--- src/plvfl_pkg.sv ---
// Package for the pump load/voltage fault lockout block.
// Holds field widths, register indexes, reset values and phase/command codes.
// No dependencies.
package plvfl_pkg;

    // Default width of the wrapping millisecond time base
    localparam int TIME_BITS_DEF = 32;

    // Field widths
    localparam int CUR_W   = 14;
    localparam int VOLT_W  = 13;
    localparam int STAMP_W = 32;
    localparam int TIME_W  = 32;
    localparam int CODE_W  = 2;

    // Configuration port
    localparam int CFG_IDX_W  = 3;
    localparam int CFG_DATA_W = 32;

    localparam logic [CFG_IDX_W-1:0] REG_OVERLOAD  = 3'd0;
    localparam logic [CFG_IDX_W-1:0] REG_UNDERLOAD = 3'd1;
    localparam logic [CFG_IDX_W-1:0] REG_UNDERVOLT = 3'd2;
    localparam logic [CFG_IDX_W-1:0] REG_OVERVOLT  = 3'd3;
    localparam logic [CFG_IDX_W-1:0] REG_CONFIRM   = 3'd4;
    localparam logic [CFG_IDX_W-1:0] REG_RETRY     = 3'd5;
    localparam logic [CFG_IDX_W-1:0] REG_LOCKOUT   = 3'd6;

    // Register reset values
    localparam logic [CUR_W-1:0]  OVERLOAD_RST  = 14'd650;
    localparam logic [CUR_W-1:0]  UNDERLOAD_RST = 14'd50;
    localparam logic [VOLT_W-1:0] UNDERVOLT_RST = 13'd1800;
    localparam logic [VOLT_W-1:0] OVERVOLT_RST  = 13'd2600;
    localparam logic [TIME_W-1:0] CONFIRM_RST   = 32'd3000;
    localparam logic [TIME_W-1:0] RETRY_RST     = 32'd3000;
    localparam logic [TIME_W-1:0] LOCKOUT_RST   = 32'd1800000;

    // Protection phases
    localparam logic [CODE_W-1:0] PH_NORMAL  = 2'd0;
    localparam logic [CODE_W-1:0] PH_CONFIRM = 2'd1;
    localparam logic [CODE_W-1:0] PH_LOCKED  = 2'd2;
    localparam logic [CODE_W-1:0] PH_RETRY   = 2'd3;

    // Motor commands
    localparam logic [CODE_W-1:0] CMD_NONE  = 2'd0;
    localparam logic [CODE_W-1:0] CMD_STOP  = 2'd1;
    localparam logic [CODE_W-1:0] CMD_START = 2'd2;

    // Fault indication
    localparam logic [CODE_W-1:0] LED_NONE = 2'd0;
    localparam logic [CODE_W-1:0] LED_LOAD = 2'd1;
    localparam logic [CODE_W-1:0] LED_VOLT = 2'd2;

    // Stream payload widths
    localparam int IN_DATA_W  = 64;
    localparam int OUT_DATA_W = 8;

endpackage

--- src/pump_load_voltage_fault_lockout.sv ---
// Pump motor protection relay: load/voltage fault detection with timed lockout
// and automatic restart. Single module; depends on plvfl_pkg.
//
// Usage:
//   Input stream (s_tvalid/s_tready/s_tdata) carries one sensor sample per
//   transaction. Output stream (m_tvalid/m_tready/m_tdata) returns exactly one
//   result per sample, in order: motor command, fault indication, phase.
//   Configuration channel (cfg_valid/cfg_ready/cfg_index/cfg_data) writes one
//   limit or time register per transaction; cfg_ready is always high.
//   Write configuration only while no sample is in flight.
// Flow: an accepted sample waits in the input register and moves into the
//   result register when that is free, which then offers its result.
// Throughput: one sample per cycle while m_tready keeps the output moving; the
//   only work is four limit compares, one subtraction of TIME_BITS bits and
//   three time compares, all between the input and result registers.
// Reset: registers return to their default limits, phase goes to normal, the
//   phase start time clears and both pipeline registers empty.
// Stall: when m_tready is low the result holds; the input register can still
//   take one more sample, after which s_tready drops until the output moves.
module pump_load_voltage_fault_lockout
    import plvfl_pkg::*;
#(
    parameter int TIME_BITS = TIME_BITS_DEF
)
(
    input  logic                  clk,
    input  logic                  rst_n,
    // Configuration writes
    input  logic                  cfg_valid,
    output logic                  cfg_ready,
    input  logic [CFG_IDX_W-1:0]  cfg_index,
    input  logic [CFG_DATA_W-1:0] cfg_data,
    // Samples in
    input  logic                  s_tvalid,
    output logic                  s_tready,
    // [13:0] current_sample, [26:14] voltage_sample, [27] motor_running,
    // [28] mode_enabled, [60:29] time_stamp, [63:61] zero
    input  logic [IN_DATA_W-1:0]  s_tdata,
    // Results out
    output logic                  m_tvalid,
    input  logic                  m_tready,
    // [1:0] motor_command, [3:2] fault_indication, [5:4] protect_state, [7:6] zero
    output logic [OUT_DATA_W-1:0] m_tdata
);

    localparam int EXT_W = (TIME_BITS > STAMP_W) ? TIME_BITS : STAMP_W;

    // Configuration registers
    logic [CUR_W-1:0]  overload_reg;
    logic [CUR_W-1:0]  underload_reg;
    logic [VOLT_W-1:0] undervolt_reg;
    logic [VOLT_W-1:0] overvolt_reg;
    logic [TIME_W-1:0] confirm_reg;
    logic [TIME_W-1:0] retry_reg;
    logic [TIME_W-1:0] lockout_reg;

    // Pipeline registers
    logic                 in_valid_reg;
    logic [IN_DATA_W-1:0] in_data_reg;
    logic                 out_valid_reg;
    logic [CODE_W-1:0]    cmd_reg;
    logic [CODE_W-1:0]    led_reg;
    logic [CODE_W-1:0]    state_reg;

    // Protection state
    logic [CODE_W-1:0]    phase_reg;
    logic [CODE_W-1:0]    phase_next;
    logic [TIME_BITS-1:0] start_reg;
    logic [TIME_BITS-1:0] start_next;
    logic [CODE_W-1:0]    cmd_next;
    logic [CODE_W-1:0]    led_next;

    // Unpacked sample fields
    logic [CUR_W-1:0]     cur;
    logic [VOLT_W-1:0]    volt;
    logic                 running;
    logic                 mode_on;
    logic [STAMP_W-1:0]   stamp;
    logic [EXT_W-1:0]     stamp_ext;
    logic [TIME_BITS-1:0] now;
    logic [TIME_BITS-1:0] elapsed;
    logic [EXT_W-1:0]     elapsed_ext;
    logic                 load_fault;
    logic                 volt_fault;
    logic                 fault;
    logic                 done_confirm;
    logic                 done_retry;
    logic                 done_lockout;

    logic advance;
    logic out_free;

    assign cfg_ready = 1'b1;

    // Handshake: output register frees when empty or taken
    assign out_free = !out_valid_reg || m_tready;
    assign advance  = in_valid_reg && out_free;
    assign s_tready = !in_valid_reg || out_free;
    assign m_tvalid = out_valid_reg;
    assign m_tdata  = {2'b00, state_reg, led_reg, cmd_reg};

    // Hold configuration registers
    always_ff @(posedge clk or negedge rst_n)
    begin
        if (!rst_n)
        begin
            overload_reg  <= OVERLOAD_RST;
            underload_reg <= UNDERLOAD_RST;
            undervolt_reg <= UNDERVOLT_RST;
            overvolt_reg  <= OVERVOLT_RST;
            confirm_reg   <= CONFIRM_RST;
            retry_reg     <= RETRY_RST;
            lockout_reg   <= LOCKOUT_RST;
        end
        else if (cfg_valid)
        begin
            case (cfg_index)
                REG_OVERLOAD:  overload_reg  <= cfg_data[CUR_W-1:0];
                REG_UNDERLOAD: underload_reg <= cfg_data[CUR_W-1:0];
                REG_UNDERVOLT: undervolt_reg <= cfg_data[VOLT_W-1:0];
                REG_OVERVOLT:  overvolt_reg  <= cfg_data[VOLT_W-1:0];
                REG_CONFIRM:   confirm_reg   <= cfg_data[TIME_W-1:0];
                REG_RETRY:     retry_reg     <= cfg_data[TIME_W-1:0];
                REG_LOCKOUT:   lockout_reg   <= cfg_data[TIME_W-1:0];
                default: ;
            endcase
        end
    end

    // Capture the incoming sample
    always_ff @(posedge clk or negedge rst_n)
    begin
        if (!rst_n)
        begin
            in_valid_reg <= 1'b0;
        end
        else if (s_tready)
        begin
            in_valid_reg <= s_tvalid;
        end
    end

    always_ff @(posedge clk)
    begin
        if (s_tready && s_tvalid)
        begin
            in_data_reg <= s_tdata;
        end
    end

    // Unpack fields and classify faults
    assign cur     = in_data_reg[13:0];
    assign volt    = in_data_reg[26:14];
    assign running = in_data_reg[27];
    assign mode_on = in_data_reg[28];
    assign stamp   = in_data_reg[60:29];

    assign stamp_ext   = EXT_W'(stamp);
    assign now         = stamp_ext[TIME_BITS-1:0];
    assign elapsed     = now - start_reg;
    assign elapsed_ext = EXT_W'(elapsed);

    assign done_confirm = elapsed_ext >= EXT_W'(confirm_reg);
    assign done_retry   = elapsed_ext >= EXT_W'(retry_reg);
    assign done_lockout = elapsed_ext >= EXT_W'(lockout_reg);

    assign load_fault = (cur > overload_reg) || (cur < underload_reg);
    assign volt_fault = (volt < undervolt_reg) || (volt > overvolt_reg);
    assign fault      = load_fault || volt_fault;
    assign led_next   = volt_fault ? LED_VOLT : (load_fault ? LED_LOAD : LED_NONE);

    // Next phase and motor command
    always_comb
    begin
        phase_next = phase_reg;
        start_next = start_reg;
        cmd_next   = CMD_NONE;
        case (phase_reg)
            PH_NORMAL:
            begin
                if (fault && running)
                begin
                    phase_next = PH_CONFIRM;
                    start_next = now;
                end
            end
            PH_CONFIRM:
            begin
                if (!fault)
                begin
                    phase_next = PH_NORMAL;
                end
                else if (done_confirm)
                begin
                    cmd_next   = running ? CMD_STOP : CMD_NONE;
                    phase_next = PH_LOCKED;
                    start_next = now;
                end
            end
            PH_LOCKED:
            begin
                if (done_lockout && mode_on)
                begin
                    cmd_next   = running ? CMD_NONE : CMD_START;
                    phase_next = PH_RETRY;
                    start_next = now;
                end
            end
            default:
            begin
                if (done_retry)
                begin
                    if (fault)
                    begin
                        cmd_next   = running ? CMD_STOP : CMD_NONE;
                        phase_next = PH_LOCKED;
                        start_next = now;
                    end
                    else
                    begin
                        phase_next = PH_NORMAL;
                    end
                end
            end
        endcase
    end

    // Advance protection state once per sample
    always_ff @(posedge clk or negedge rst_n)
    begin
        if (!rst_n)
        begin
            phase_reg <= PH_NORMAL;
            start_reg <= '0;
        end
        else if (advance)
        begin
            phase_reg <= phase_next;
            start_reg <= start_next;
        end
    end

    // Result register
    always_ff @(posedge clk or negedge rst_n)
    begin
        if (!rst_n)
        begin
            out_valid_reg <= 1'b0;
        end
        else if (out_free)
        begin
            out_valid_reg <= in_valid_reg;
        end
    end

    always_ff @(posedge clk)
    begin
        if (advance)
        begin
            cmd_reg   <= cmd_next;
            led_reg   <= led_next;
            state_reg <= phase_next;
        end
    end

`ifndef SYNTHESIS
    // Normal phase can only move on to confirming
    a_normal_exit: assert property (@(posedge clk) disable iff (!rst_n)
        (advance && phase_reg == PH_NORMAL)
        |=> (phase_reg == PH_NORMAL || phase_reg == PH_CONFIRM))
        else $error("normal phase left for a state other than confirm");

    // A start command only comes with entry into retry run
    a_start_retry: assert property (@(posedge clk) disable iff (!rst_n)
        (out_valid_reg && cmd_reg == CMD_START) |-> (state_reg == PH_RETRY))
        else $error("start command outside retry run");

    // A stop command only comes with entry into lockout
    a_stop_locked: assert property (@(posedge clk) disable iff (!rst_n)
        (out_valid_reg && cmd_reg == CMD_STOP) |-> (state_reg == PH_LOCKED))
        else $error("stop command outside lockout");

    // A full pipeline with a stalled output takes no new sample
    a_no_overrun: assert property (@(posedge clk) disable iff (!rst_n)
        (in_valid_reg && out_valid_reg && !m_tready) |-> !s_tready)
        else $error("input accepted while pipeline full and stalled");

    // The result phase mirrors the state register once it has advanced
    a_state_track: assert property (@(posedge clk) disable iff (!rst_n)
        advance |=> (state_reg == phase_reg))
        else $error("reported phase differs from internal phase");
`endif

endmodule
--- config.mk ---
export PLATFORM = sky130hd
export DESIGN_NAME = pump_load_voltage_fault_lockout
export DESIGN_NICKNAME = d
export VERILOG_FILES = /design/src/plvfl_pkg.sv /design/src/pump_load_voltage_fault_lockout.sv
export SDC_FILE = /design/constraint.sdc
export NUM_CORES = 1
export LEC_CHECK = 0
export ABC_AREA = 1
export BUFFER_PORTS_ARGS = -buffer_cell sky130_fd_sc_hd__clkbuf_2
export CAP_MARGIN = 5
export CORE_MARGIN = 10
export CORE_UTILIZATION = 46
export CTS_BUF_LIST = sky130_fd_sc_hd__clkbuf_4
export DETAILED_ROUTE_END_ITERATION = 10
export MAX_ROUTING_LAYER = met4
export PLACE_DENSITY = 0.71
export SLEW_MARGIN = 20
export SYNTH_ARGS = -nofsm -noshare
export SYNTH_HDL_FRONTEND = slang
export SYNTH_SLANG_ARGS = --single-unit
--- constraint.sdc ---
create_clock -name clk -period 4.9 [get_ports clk]
set_clock_uncertainty 0.05 [all_clocks]
set_input_delay 0.49 -clock clk [delete_from_list [all_inputs] [get_ports clk]]
set_output_delay 0.49 -clock clk [all_outputs]
set_load 0.02 [all_outputs]
==> impl_metrics.tcl <==
set metrics [dict create \
    status "finished clean" \
    synth_top_family_by_area "simple AND/OR/NAND/NOR gates" \
    p_leak_uw 0.009006 \
    synth_compound_area_share_pct 10.97 \
    crit_fanout 32 \
    rsz0062_at_grt "false" \
    gr-usage-all-layers_pct 19.10 \
    yosys.area_share.simple_pct 17.51 \
    routed_wl_um 35630 \
    cp_common_cell "nand2_1" \
    cp-start-kind "flip-flop" \
    final_cell_mix "459 x nand2_1, 297 x inv_1, 187 x o21ai_0" \
    root_buffer "clkbuf_4" \
    worst_slack_ps 363.3 \
    fmax_mhz 220.4 \
    fin_area_sq_mm 0.01760 \
    reg2reg_depth 21 \
    worstMarginPinSlew_ps 928.9 \
    boundaryPins 115 \
    critPathRequiredTime_ps 5440 \
    tns_ps 0 \
    drtAntennaViolNets 0 \
    syn_inst 1746 \
    p_per_area_mw_per_mm2 577.2 \
    muxShareOfSynthArea_pct 0 \
    r2r_setup_slack_ps 360 \
    crit_cells 21 \
    cts_sinks 253 \
    setup_violations 0 \
    gp_congestion 0.9020 \
    numCtsBuffers 71 \
    clk_path_buf_depth 3 \
    ir_worst_vdd_v 0.0002795 \
    numPortBuffers 108 \
    path_cells "ha_1, nand2_1, nor4_1, nand2_1, o211ai_1, a31oi_1, xor2_1, ha_1, nand2_1, nor2_1, nand4_1, a21oi_1, nor2_1, nand2_1, nand2_1, nand2_1, nand2_1, nor2_4, nand2_8, nand2_1, nand2_1" \
    cap_violations 0 \
    die_h_um 199.2 \
    worstPathArrival_ps 5070 \
    critPathMaxStageDelay_ps 460 \
    via_count 12073 \
    place_inst 2224 \
    crit_path_end_kind "flip-flop" \
    timing.final.hold_violations 0 \
    synth_edf_count 67 \
    grt_start_max_net_pins 105 \
    core_area_sq_mm 0.03164 \
    slew_viol_final 0 \
    place_ws_ps 217.5 \
    seq_area_frac_synth_pct 45.49 \
    fin_nets 2263 \
    dp_hpwl_um 25570 \
    multiInputGateArea_sq_mm 0.006788 \
    drt_first_pass_iters 5 \
    start_util_pct 46.67 \
    critPathSlowestCell "nor4_1" \
    largest_reg_flops 61 \
    finalNonFillerCells 2440 \
    critPathTopFamily "simple AND/OR/NAND/NOR gates" \
    drcViolationCount 0 \
    grt_overflow 0 \
    r2r_end "start_reg[30]$_DFFE_PN0P_" \
    worstSetupStartpoint "in_data_reg[44]$_DFFE_PP_" \
    grt_pass1_vias 12214 \
    syn2layout_area_growth_pct 19.23 \
    tritoncts "yes" \
    grt_pass1_wl_um 59440 \
    synthAdderAreaFrac_pct 15.31 \
    worstSetupPathType "flip-flop to flip-flop" \
    netlist_area_sq_mm 0.01476 \
    cp-endpoint "start_reg[30]$_DFFE_PN0P_" \
    rows 65 \
    hp-class "input pin to flip-flop" \
    vias_per_cell 4.948 \
    num-fill-cells 2912 \
    crit_buf_inv 0 \
    timing.rr.start "in_data_reg[44]$_DFFE_PP_" \
    clk_transition_reported_paths_ps 60 \
    synthXorXnorAreaFrac_pct 1.720 \
    avgSynthCellArea_sq_um 8.456 \
    p_total_uw 10160 \
    antenna_found_initial 1 \
    htreeDepth 3 \
    drtIter0Drc 648 \
    yosys_warnings 0 \
    regArea_sq_mm 0.006716 \
    ys.flop_type "dfrtp_1" \
    die_area_sq_mm 0.03966 \
    ys_ff_latch 253 \
    die_w_um 199.2 \
    slew_headroom_pct 37.90 \
    finalCritPeriodShare_pct 92.59 \
    min-delay-start "cfg_data[9]" \
    final_layout_size_suffix_gt1_share_pct 14.49 \
    ys_async_sr_fraction_pct 73.52 \
    clk-insertion-delay-late_ps 730 \
    wire_per_inst_um 14.60 \
    yosysUniqueCellTypes 41 \
    final_common_cell "nand2_1" \
    placed_cell_area_sq_mm 0.01569 \
    finalCriticalPeriod_ps 4537 \
]
## synth_stat cells, drive strengths merged, types with 8 or more instances
cell type	n	area, sq um
dfrtp	146	3654
inv	299	1122
edfxtp	67	2012
xnor2	8	70.07
clkbuf	26	97.59
xor2	21	183.9
ha	179	2240
nand3	62	315.3
nand4	16	100.1
buf	12	101.3
a21oi	88	444.2
nor2	77	311.5
nor3	10	50.05
o21ai	189	945.9
dfstp	40	1051
nand2	467	1775
## power by group
group          switching [uW]  internal (uW)  total, uW  leakage [uW]
sequential                240           2660       2900       0.00290
clock                     927           1180       2100      0.000584
combinational            3210           1950       5160       0.00553
total                    4380           5780      10200       0.00901
## worst min-delay path by stage
stage	slack, ps	endpoint	cells after the start
after floorplan	140	confirm_reg[0]$_DFFE_PN0P_	0
after global placement	400	start_reg[7]$_DFFE_PN0P_	2
after detailed placement	410	start_reg[5]$_DFFE_PN0P_	2
after CTS	4	confirm_reg[15]$_DFFE_PN0P_	3
after global routing	40	confirm_reg[15]$_DFFE_PN0P_	3
final	90	retry_reg[9]$_DFFE_PN1P_	3
## per-layer routing
layer	up-vias	global-route usage [%]	wire [um]
li1	6171	-	-
met1	5563	23.72	16150
met3	68	3.818	1774
met5	-	-	0
met2	271	29.85	16620
met4	0	8.194	1088
## logic make-up (layout without fill, tap and decap cells)
kind of cell | after synthesis | in the layout
xor gates and xnor gates | 29 | 29
adders and majority gates | 180 | 180
other | 2 | 5
AOI/OAI and AO/OA | 308 | 308
and+or+nand+nor | 637 | 637
DFF | 253 | 253
buffers and inverters | 337 | 626
## tightest hold or removal path, delay by kind of cell
| family | cells | cell delay [ps] |
|---|---|---|
| buffers and inverters | 2 | 240 |
| AO/OA/AOI/OAI | 1 | 120 |
## what timing repair did
| action | 4_1_cts | 5_1_grt |
|---|---|---|
| setup endpoints to repair | 0 | 32 |
| hold buffers | 83 | 0 |
| buffers inserted | 0 | 0 |
| hold endpoints to repair | 196 | 0 |
| resized for setup | 0 | 10 |
## cell type report
class	count	share of cell area [%]
diodes	2	0.02843
clock buffers	109	4.649
clock inverters	21	0.9667
inverters	299	6.376
multi-input cells	1157	38.56
flip-flops and latches	253	38.15
well taps	402	2.857
repair buffers	197	8.409
## through the flow
stage | hold WS (ps) | util (%)
finish | 87.76 | 55.64
detailed placement | 408.5 | 49.59
CTS | 3.759 | 55.34
global route | 42.67 | 55.64
global placement | 404.6 | 49.59
floorplan | 144.4 | -
Power figures use the tool's default switching activity.
